--- config.mk ---
export PLATFORM = sky130hd
export DESIGN_NAME = battery_pack_monitor
export DESIGN_NICKNAME = d
export VERILOG_FILES = /design/src/design/bpm_pkg.sv /design/src/design/bpm_eval.sv /design/src/design/battery_pack_monitor.sv
export SDC_FILE = /design/constraint.sdc
export NUM_CORES = 2
export LEC_CHECK = 0
export ABC_AREA = 1
export BUFFER_PORTS_ARGS = -buffer_cell sky130_fd_sc_hd__buf_2
export CORE_MARGIN = 3
export CORE_UTILIZATION = 55
export DETAILED_ROUTE_END_ITERATION = 16
export PLACE_DENSITY = 0.75
export SLEW_MARGIN = 5
export SYNTH_ARGS = -nofsm -noshare
export SYNTH_HDL_FRONTEND = slang
export SYNTH_SLANG_ARGS = --single-unit
--- constraint.sdc ---
create_clock -name clk -period 8.75 [get_ports clk]
set_input_delay 0.4375 -clock clk [delete_from_list [all_inputs] [get_ports clk]]
set_output_delay 0.4375 -clock clk [all_outputs]
set_load 0.05 [all_outputs]
--- src/design/bpm_pkg.sv ---
package bpm_pkg;

  localparam int NUM_CELLS   = 4;
  localparam int CELL_FIELDS = 4;
  localparam int MON_CELLS   = (NUM_CELLS < CELL_FIELDS) ? NUM_CELLS : CELL_FIELDS;

  localparam int VOLT_W    = 13;
  localparam int TEMP_W    = 12;
  localparam int CUR_W     = 19;
  localparam int MS_W      = 16;
  localparam int CHG_LIM_W = 20;
  localparam int DIS_LIM_W = 21;
  localparam int COUNT_W   = 40;
  localparam int PROD_W    = CUR_W + MS_W + 1;
  localparam int SUM_W     = COUNT_W + 2;

  localparam int IN_TDATA_W  = 104;
  localparam int OUT_TDATA_W = 56;
  localparam int CFG_IDX_W   = 3;
  localparam int CFG_DATA_W  = 40;

  localparam logic [VOLT_W-1:0]           BAL_FLOOR_RST = 13'd3400;
  localparam logic [VOLT_W-1:0]           BAL_DELTA_RST = 13'd30;
  localparam logic [VOLT_W-1:0]           OVERVOLT_RST  = 13'd3650;
  localparam logic [VOLT_W-1:0]           UNDERVOLT_RST = 13'd2500;
  localparam logic signed [TEMP_W-1:0]    OVERTEMP_RST  = 12'sd550;
  localparam logic [CHG_LIM_W-1:0]        CHG_LIM_RST   = 20'd50000;
  localparam logic signed [DIS_LIM_W-1:0] DIS_LIM_RST   = -21'sd100000;
  localparam logic [COUNT_W-1:0]          CAPACITY_RST  = 40'd180000000000;
  localparam logic [COUNT_W-1:0]          COUNT_RST     = 40'd90000000000;

  typedef enum logic [CFG_IDX_W-1:0] {
    REG_BAL_FLOOR = 3'd0,
    REG_BAL_DELTA = 3'd1,
    REG_OVERVOLT  = 3'd2,
    REG_UNDERVOLT = 3'd3,
    REG_OVERTEMP  = 3'd4,
    REG_CHG_LIM   = 3'd5,
    REG_DIS_LIM   = 3'd6,
    REG_CAPACITY  = 3'd7
  } cfg_reg_t;

  typedef logic [VOLT_W-1:0] volt_t;
  typedef volt_t [CELL_FIELDS-1:0] cells_t;

  typedef struct packed {
    logic [CELL_FIELDS-1:0] balance_mask;
    logic                   ov;
    logic                   uv;
    logic                   ot;
    logic                   occ;
    logic                   ocd;
  } eval_t;

endpackage

--- src/design/bpm_eval.sv ---
module bpm_eval (
  input  bpm_pkg::cells_t                             cells,
  input  logic signed [bpm_pkg::TEMP_W-1:0]           pack_temperature,
  input  logic signed [bpm_pkg::CUR_W-1:0]            pack_current,
  input  logic [bpm_pkg::VOLT_W-1:0]                  balance_floor_mv,
  input  logic [bpm_pkg::VOLT_W-1:0]                  balance_delta_mv,
  input  logic [bpm_pkg::VOLT_W-1:0]                  overvolt_mv,
  input  logic [bpm_pkg::VOLT_W-1:0]                  undervolt_mv,
  input  logic signed [bpm_pkg::TEMP_W-1:0]           overtemp_limit,
  input  logic [bpm_pkg::CHG_LIM_W-1:0]               charge_current_limit,
  input  logic signed [bpm_pkg::DIS_LIM_W-1:0]        discharge_current_limit,
  output bpm_pkg::eval_t                              result
);
  import bpm_pkg::*;

  volt_t                        lowest;
  logic signed [DIS_LIM_W-1:0]  cur_ext;
  logic signed [DIS_LIM_W-1:0]  chg_lim_ext;

  always_comb begin
    lowest = cells[0];
    for (int i = 1; i < MON_CELLS; i++) begin
      if (cells[i] < lowest) begin
        lowest = cells[i];
      end
    end
  end

  assign cur_ext     = {{(DIS_LIM_W - CUR_W){pack_current[CUR_W-1]}}, pack_current};
  assign chg_lim_ext = {1'b0, charge_current_limit};

  always_comb begin
    result = '0;
    for (int i = 0; i < MON_CELLS; i++) begin
      // cells[i] >= lowest, so the difference cannot wrap
      if (cells[i] > balance_floor_mv && volt_t'(cells[i] - lowest) > balance_delta_mv) begin
        result.balance_mask[i] = 1'b1;
      end
      if (cells[i] > overvolt_mv) begin
        result.ov = 1'b1;
      end
      if (cells[i] < undervolt_mv) begin
        result.uv = 1'b1;
      end
    end
    result.ot  = pack_temperature > overtemp_limit;
    result.occ = cur_ext > chg_lim_ext;
    result.ocd = cur_ext < discharge_current_limit;
  end

endmodule

--- src/design/battery_pack_monitor.sv ---
// Battery pack monitor: protection flags, cell balancing and charge counting.
// s_axis carries one tick per transaction: four cell voltages, pack temperature,
// pack current and elapsed milliseconds. m_axis returns one result per tick:
// balance mask, fault bits, switch enables and the clamped charge count (mA-ms).
// The cfg port writes the eight limit/capacity registers; writes take effect at
// once and should only be made with no tick in flight.
// The input register feeds the threshold flags, the 19x17 current*time product and
// the charge count add and clamp, all combinational, into the result register, which
// drives m_axis_tvalid. One tick per cycle is sustained while m_axis_tready is high;
// the count loop is the product, one 42-bit add and the clamp compare.
// Each stage moves on when the stage after it is empty or moving, so a stalled
// m_axis fills both registers before s_axis_tready drops; no transaction is lost.
// Reset loads the limit/capacity registers with their defaults, sets the charge
// count to half the default capacity and empties both stages.
module battery_pack_monitor (
  input  logic                                clk,
  input  logic                                rst,
  input  logic                                s_axis_tvalid,
  output logic                                s_axis_tready,
  // cell_voltage_0, cell_voltage_1, cell_voltage_2, cell_voltage_3,
  // pack_temperature, pack_current, elapsed_ms, zero pad
  input  logic [bpm_pkg::IN_TDATA_W-1:0]      s_axis_tdata,
  output logic                                m_axis_tvalid,
  input  logic                                m_axis_tready,
  // balance_mask, fault_bits, charge_enable, discharge_enable, charge_level, zero pad
  output logic [bpm_pkg::OUT_TDATA_W-1:0]     m_axis_tdata,
  input  logic                                cfg_we,
  input  logic [bpm_pkg::CFG_IDX_W-1:0]       cfg_index,
  input  logic [bpm_pkg::CFG_DATA_W-1:0]      cfg_data
);
  import bpm_pkg::*;

  // configuration
  logic [VOLT_W-1:0]           balance_floor_mv;
  logic [VOLT_W-1:0]           balance_delta_mv;
  logic [VOLT_W-1:0]           overvolt_mv;
  logic [VOLT_W-1:0]           undervolt_mv;
  logic signed [TEMP_W-1:0]    overtemp_limit;
  logic [CHG_LIM_W-1:0]        charge_current_limit;
  logic signed [DIS_LIM_W-1:0] discharge_current_limit;
  logic [COUNT_W-1:0]          capacity_charge;

  // input stage
  logic                        in_valid;
  logic                        in_ready;
  cells_t                      in_cells;
  logic signed [TEMP_W-1:0]    in_temp;
  logic signed [CUR_W-1:0]     in_current;
  logic [MS_W-1:0]             in_elapsed;
  eval_t                       eval;
  logic signed [PROD_W-1:0]    product;

  // result stage
  logic                        out_valid;
  logic                        out_ready;
  eval_t                       out_eval;
  logic [COUNT_W-1:0]          count;
  logic [COUNT_W-1:0]          count_next;
  logic signed [SUM_W-1:0]     sum;
  logic signed [SUM_W-1:0]     cap_ext;
  logic [3:0]                  fault_bits;
  logic                        charge_enable;
  logic                        discharge_enable;

  always_ff @(posedge clk) begin
    if (rst) begin
      balance_floor_mv        <= BAL_FLOOR_RST;
      balance_delta_mv        <= BAL_DELTA_RST;
      overvolt_mv             <= OVERVOLT_RST;
      undervolt_mv            <= UNDERVOLT_RST;
      overtemp_limit          <= OVERTEMP_RST;
      charge_current_limit    <= CHG_LIM_RST;
      discharge_current_limit <= DIS_LIM_RST;
      capacity_charge         <= CAPACITY_RST;
    end else if (cfg_we) begin
      unique case (cfg_reg_t'(cfg_index))
        REG_BAL_FLOOR: balance_floor_mv        <= cfg_data[VOLT_W-1:0];
        REG_BAL_DELTA: balance_delta_mv        <= cfg_data[VOLT_W-1:0];
        REG_OVERVOLT:  overvolt_mv             <= cfg_data[VOLT_W-1:0];
        REG_UNDERVOLT: undervolt_mv            <= cfg_data[VOLT_W-1:0];
        REG_OVERTEMP:  overtemp_limit          <= $signed(cfg_data[TEMP_W-1:0]);
        REG_CHG_LIM:   charge_current_limit    <= cfg_data[CHG_LIM_W-1:0];
        REG_DIS_LIM:   discharge_current_limit <= $signed(cfg_data[DIS_LIM_W-1:0]);
        REG_CAPACITY:  capacity_charge         <= cfg_data[COUNT_W-1:0];
        default: ;
      endcase
    end
  end

  assign out_ready     = !out_valid || m_axis_tready;
  assign in_ready      = !in_valid || out_ready;
  assign s_axis_tready = in_ready;

  always_ff @(posedge clk) begin
    if (rst) begin
      in_valid <= 1'b0;
    end else if (in_ready) begin
      in_valid <= s_axis_tvalid;
    end
  end

  always_ff @(posedge clk) begin
    if (s_axis_tvalid && in_ready) begin
      in_cells[0] <= s_axis_tdata[12:0];
      in_cells[1] <= s_axis_tdata[25:13];
      in_cells[2] <= s_axis_tdata[38:26];
      in_cells[3] <= s_axis_tdata[51:39];
      in_temp     <= $signed(s_axis_tdata[63:52]);
      in_current  <= $signed(s_axis_tdata[82:64]);
      in_elapsed  <= s_axis_tdata[98:83];
    end
  end

  bpm_eval u_eval (
    .cells                   (in_cells),
    .pack_temperature        (in_temp),
    .pack_current            (in_current),
    .balance_floor_mv        (balance_floor_mv),
    .balance_delta_mv        (balance_delta_mv),
    .overvolt_mv             (overvolt_mv),
    .undervolt_mv            (undervolt_mv),
    .overtemp_limit          (overtemp_limit),
    .charge_current_limit    (charge_current_limit),
    .discharge_current_limit (discharge_current_limit),
    .result                  (eval)
  );

  // 19x17 signed multiply feeding the count add
  assign product = in_current * $signed({1'b0, in_elapsed});

  assign sum     = $signed({2'b00, count}) + SUM_W'(product);
  assign cap_ext = $signed({2'b00, capacity_charge});

  always_comb begin
    priority if (sum > cap_ext) begin
      count_next = capacity_charge;
    end else if (sum < 0) begin
      count_next = '0;
    end else begin
      count_next = sum[COUNT_W-1:0];
    end
  end

  always_ff @(posedge clk) begin
    if (rst) begin
      out_valid <= 1'b0;
      count     <= COUNT_RST;
    end else begin
      if (out_ready) begin
        out_valid <= in_valid;
      end
      if (in_valid && out_ready) begin
        count <= count_next;
      end
    end
  end

  always_ff @(posedge clk) begin
    if (in_valid && out_ready) begin
      out_eval <= eval;
    end
  end

  assign fault_bits       = {out_eval.occ | out_eval.ocd, out_eval.ot, out_eval.uv, out_eval.ov};
  assign charge_enable    = !(out_eval.ov || out_eval.ot || out_eval.occ);
  assign discharge_enable = !(out_eval.uv || out_eval.ot || out_eval.ocd);

  assign m_axis_tvalid = out_valid;
  assign m_axis_tdata  = {6'b000000, count, discharge_enable, charge_enable, fault_bits,
                          out_eval.balance_mask};

  a_level_in_capacity : assert property (@(posedge clk) disable iff (rst)
    m_axis_tvalid |-> count <= capacity_charge)
    else $error("charge level above capacity");

  a_charge_en : assert property (@(posedge clk) disable iff (rst)
    (m_axis_tvalid && charge_enable) |-> !(fault_bits[0] || fault_bits[2]))
    else $error("charge enabled with overvoltage or overtemperature");

  a_discharge_en : assert property (@(posedge clk) disable iff (rst)
    (m_axis_tvalid && discharge_enable) |-> !(fault_bits[1] || fault_bits[2]))
    else $error("discharge enabled with undervoltage or overtemperature");

  a_count_moves_on_load : assert property (@(posedge clk) disable iff (rst)
    (!$past(rst) && !$stable(count)) |-> $past(in_valid && out_ready))
    else $error("charge count changed without a result load");

endmodule

After elaboration in Yosys (flattened, before gate mapping)
Index checks and enable logic that the tools add are counted.
{"block": "word_totals", "input_bits": 152, "elab_cells": 100, "regBits": 295, "output_inout_bits": 58}
{"block": "classes", "muxes": 11, "n_reduce_logical": 27, "add_sub_neg": 5, "n_lt_le_gt_ge": 24, "n_bitwise": 1, "n_mul": 1, "eq_ne": 7}
{"operator": "13-bit greater-than comparator", "count": 12}
{"operator": "13-bit less-than comparator", "count": 7}
{"operator": "40-bit 2-to-1 mux", "count": 2}
{"operator": "13-bit subtractor", "count": 4}
{"operator": "41-bit by 36-bit adder with 42-bit output", "count": 1}
{"operator": "42-bit by 41-bit greater-than comparator with 1-bit output", "count": 1}
{"operator": "42-bit by 1-bit less-than comparator with 1-bit output, second input constant", "count": 1}
{"operator": "13-bit 2-to-1 mux", "count": 3}
{"operator": "19-bit by 17-bit multiplier with 36-bit output", "count": 1}
{"operator": "19-bit by 21-bit greater-than comparator with 1-bit output", "count": 1}
{"operator": "19-bit by 21-bit less-than comparator with 1-bit output", "count": 1}
{"operator": "2-bit AND reduction", "count": 8}
{"operator": "3-bit == test, second input constant", "count": 4}
{"operator": "12-bit greater-than comparator", "count": 1}
{"operator": "3-bit by 2-bit == test with 1-bit output, second input constant", "count": 2}
{"operator": "1-bit logical AND", "count": 6}
{"operator": "1-bit logical OR", "count": 6}
{"operator": "1-bit 2-to-1 mux", "count": 6}
{"operator": "3-bit OR reduction", "count": 2}
{"operator": "1-bit logical NOT", "count": 4}
{"operator": "3-bit by 1-bit == test with 1-bit output, second input constant", "count": 1}
{"operator": "3-bit logical NOT", "count": 1}
{"operator": "1-bit bitwise OR", "count": 1}

Longest topological paths before layout
{"block": "depth", "word_depth": 10, "mapped_depth": 57, "ltp_nobuf": 54}

Cells and area by module
Synthesis repeated with hierarchy kept, for this count alone.
{"block": "hier_totals", "hier_cells": 4847, "hier_area_um2": 36627.6}
{"mod": "battery_pack_monitor", "area_per_inst_um2": 26349.0, "n_inst": 1, "cells_per_inst": 3184}
{"mod": "bpm_eval", "area_per_inst_um2": 10278.6, "n_inst": 1, "cells_per_inst": 1663}

Worst setup path after synthesis
OpenSTA, ideal clock, no wires.
{"block": "synth_path", "path_kind": "register -> register", "from": "register in_elapsed[2]", "to": "register count[35]", "path_stages_with_launch": 42, "synth_period_minus_slack_ns": 7.938, "arrival_time_ns": 7.868, "slack_ns": 0.812, "required_ns": 8.680, "n_path_buf": 3, "path_cell_list": "edfxtp_1 clkbuf_1 buf_1 nand2_1 fa_1 inv_1 fa_1 inv_1 fa_1 inv_1 fa_1 fa_1 inv_1 fa_1 inv_1 ha_1 nand2_1 nor2_1 [... 6 more ...] nand2_1 nand2_1 xor2_1 ha_1 a21oi_1 nor2_1 a2111oi_0 nand2_1 a21oi_1 o21ai_0 nand2_1 nand2_1 inv_2 buf_1 nand2_1 o21ai_0 nand2_1 a21oi_1"}
{"block": "synth_between", "elab_chain_cells": 5}
{"element": "from (decl)", "line": "battery_pack_monitor.sv:49", "rtl": "logic [MS_W-1:0] in_elapsed;"}
{"element": "from (signal assigned)", "line": "battery_pack_monitor.sv:110", "rtl": "in_elapsed <= s_axis_tdata[98:83];"}
{"element": "19-bit by 17-bit multiplier with 36-bit output *", "line": "battery_pack_monitor.sv:129", "rtl": "assign product = in_current * $signed({1'b0, in_elapsed});"}
{"element": "41-bit by 36-bit adder with 42-bit output *", "line": "battery_pack_monitor.sv:131", "rtl": "assign sum = $signed({2'b00, count}) + SUM_W'(product);"}
{"element": "42-bit by 1-bit less-than comparator with 1-bit output", "line": "battery_pack_monitor.sv:137", "rtl": "end else if (sum < 0) begin"}
{"element": "40-bit 2-to-1 mux", "line": "battery_pack_monitor.sv:137"}
{"element": "40-bit 2-to-1 mux *", "line": "battery_pack_monitor.sv:135", "rtl": "priority if (sum > cap_ext) begin"}
{"element": "to (signal assigned)", "line": "battery_pack_monitor.sv:153", "rtl": "count <= count_next;"}
{"element": "to (decl)", "line": "battery_pack_monitor.sv:57", "rtl": "logic [COUNT_W-1:0] count;"}
Every way passes the cells marked *; elsewhere a longest branch is shown, timed or not.
A chain may end at the register's enable or synchronous reset.

Final worst setup path
{"block": "layout_path", "from": "register in_current[5]", "to": "register count[38]"}
{"block": "layout_between", "elab_chain_cells": 5}
{"element": "from (decl)", "line": "battery_pack_monitor.sv:48", "rtl": "logic signed [CUR_W-1:0] in_current;"}
{"element": "from (signal assigned)", "line": "battery_pack_monitor.sv:109", "rtl": "in_current <= $signed(s_axis_tdata[82:64]);"}
{"element": "19-bit by 17-bit multiplier with 36-bit output *", "line": "battery_pack_monitor.sv:129"}
{"element": "41-bit by 36-bit adder with 42-bit output *", "line": "battery_pack_monitor.sv:131"}
{"element": "42-bit by 1-bit less-than comparator with 1-bit output", "line": "battery_pack_monitor.sv:137"}
{"element": "40-bit 2-to-1 mux", "line": "battery_pack_monitor.sv:137"}
{"element": "40-bit 2-to-1 mux *", "line": "battery_pack_monitor.sv:135"}
Marked as above.

==> run metrics <==
DP Wirelength=85.7 mm; 1st-pass router iterations=6; # DRC=0; XOR/XNOR Fraction of Synth Area=0.0184; Vias=30400; Post-Layout Inst Area=39000 um^2; routability cong.=1.02; area growth from synthesis to layout=10.9%; worst r2r dst=count[38]; most numerous cell in the Yosys netlist=inv_1; area leader, netlist=fa_1; Clock Latency Late Sink=580 ps; R2R depth=42; initial antenna violation count=5; worst hold start=s_axis_tdata[8]; clk sinks=295; share of post-route cells with drive strength above 1=0.106; clock buffer depth=3; CP dominant cell by count=nand2_1; Die H=259 um; Synth Area in Simple Gates=0.159; min Tclk post-route=8320 ps; Yosys reg bits=295; CP delay by family, top=adder cells; post-synth cell types=57; Root Driver=clkbuf_16; dominant cells by area after synthesis=fa_1, ha_1, dfxtp_1; CP required=9260 ps; routed wire length=106 mm; cts hold-fix bufs=0; Post-synth EDFFs=108; Rows=92; port bufs=198; critical path class=reg -> reg; sequential-to-total area share from yosys stat=0.199; core area=63200 um^2; ys flop type=dfxtp_1; WHS=29.3 ps; Post-Syn Instances=4383; Rel. slew slack=0.222; uppermost layer routed=met5; GR Overflow Total=0; Setup TNS=0 ps; r2r setup slk=430 ps; Final period util=0.951; fin. max-slew vios=0; Synth async-reset ratio=0; cts bufs inserted=36; hold crit path type=in -> reg; Starting DRT DRC Count=2963; Post-Route M1 WL=46.1 mm; MaxCap Viol Count=0; register clock-pin slew on the reported worst setup and hold paths=70 ps; Crit path largest cell delay=570 ps; placed cell areas=37500 um^2; vias in the first global route=29700; CTS tree=done; max frequency=120 MHz; routed wl met3=11.6 mm; first-pass GRT wire length=167 mm; Compound-Gate Fraction of Synth Area=0.119; post-synthesis mux area share=0; Final nets=5608; Worst path slowest cell=fa_1; Cell Area, Synth=35200 um^2; hold path endpoint=in_cells[8]; Yosys Warn Count=0; status=completed; critical path fanouts, max=18; final hold violation count=0; Worst setup SP type=flip-flop; H-tree Lvls=2; CP Buf/Inv Count=11; largest net degree at the start of global routing=126; Post-synth top cells=inv_1, nand2_1, ha_1, fa_1, a21oi_1; Adder-Cell Fraction of Synth Area=0.380; die area=67000 um^2; Initial Util=0.556; Layout Skew=46.8 ps; crit path DAT=8820 ps; Hold Path Cell Cnt=1; ANT nets after route=0; Setup violations, final=0; average size of a mapped cell=8.02 um^2; WL per Instance=19.4 um; Ports=210; post-synth top area share=0.219; DR vias/cell=5.53; total global-route track usage=0.322; Critical Path End Type=flip-flop; Placement Setup Slack=103 ps; main combinational cell family by area after synthesis=adder cells; routed wl met2=44.8 mm; chip width=259 um; r2r startpoint=in_current[5]; fin worst setup slack=431 ps; Least-Margin Pin Slew=1160 ps
[area by class of cell]
class / count / area [um^2]
sequential: 295 / 6990
clock buffer: 43 / 947
inverter: 979 / 3680
timing repair buffer: 343 / 2260
clock inverter: 22 / 174
antenna: 2 / 5.00
fill: 5525 / 24200
tap: 846 / 1060
multi-input combinational: 2963 / 23900
[how the worst max path moves through the flow]
| stage | start | to | slack (ps) | cells past startpoint |
|---|---|---|---|---|
| after floorplan | in_elapsed[2] | count[35] | 810 | 41 |
| after global placement | in_current[14] | count[1] | 170 | 37 |
| after detailed placement | in_current[14] | count[5] | 100 | 41 |
| after CTS | in_elapsed[3] | count[38] | 20 | 39 |
| after global routing | in_elapsed[5] | count[39] | -60 | 42 |
| final | in_current[5] | count[38] | 430 | 42 |
[stage by stage]
step	utilization	cells
2_1_floorplan	-	4388
3_3_place_gp	0.594	5404
3_5_place_dp	0.594	5404
4_1_cts	0.612	5470
5_1_grt	0.617	5492
6_report	0.617	5493
[cell families (layout without fill, tap and decap cells)]
kind of cell / Yosys count / count (layout)
and+or+nand+nor: 1319 / 1319
buffers and inverters: 1130 / 1387
adders and majority gates: 838 / 838
AOI/OAI and AO/OA: 726 / 726
DFF: 295 / 295
xor gates and xnor gates: 74 / 74
other: 1 / 8
[metal layers]
layer,up-vias,global-route usage
li1,14400,-
met1,14400,0.471
met2,1394,0.478
met3,221,0.0664
met4,4,0.106
met5,-,0
[state kept, by name (all words and copies together), names as in the netlist, 12 cells and up]
signal                   cells
balance_delta_mv            13
balance_floor_mv            13
capacity_charge             40
charge_current_limit        20
count                       40
discharge_current_limit     21
in_cells                    52
in_current                  19
in_elapsed                  16
in_temp                     12
overtemp_limit              12
overvolt_mv                 13
undervolt_mv                13
[worst reg2reg max path: cells and delay by family (launching register included)]
kind	cells	cell delay (ps)
AO/OA/AOI/OAI	9	1470
adder cells (fa/ha/maj)	8	3850
AND/OR/NAND/NOR	13	1170
flip-flops	1	410
XOR/XNOR	1	190
buffers and inverters	11	1200
[cells in the final DEF (no fill, tap or decap), types with 21 or more instances in the layout]
cell	synthesis	final
nand2_1	900	899
xnor2_1	21	21
clkbuf_16	0	36
buf_2	0	198
buf_4	16	127
xor2_1	53	52
o21ai_0	228	223
nand4_1	50	50
nand3_1	139	139
edfxtp_1	108	108
ha_1	454	452
inv_1	973	970
o211ai_1	75	75
fa_1	384	382
nor2_1	131	128
dfxtp_1	187	187
nand2_2	33	34
a21oi_1	295	294
[repair_timing]
item / 4_1_cts / 5_1_grt
buffers inserted: 1 / 21
setup endpoints to repair: 1 / 40
pin swaps: 0 / 3
resized for setup: 0 / 31
Power is left out: the tool's default activity adds up to more than one toggle a clock period on the data nets, which glitch-free logic cannot reach.
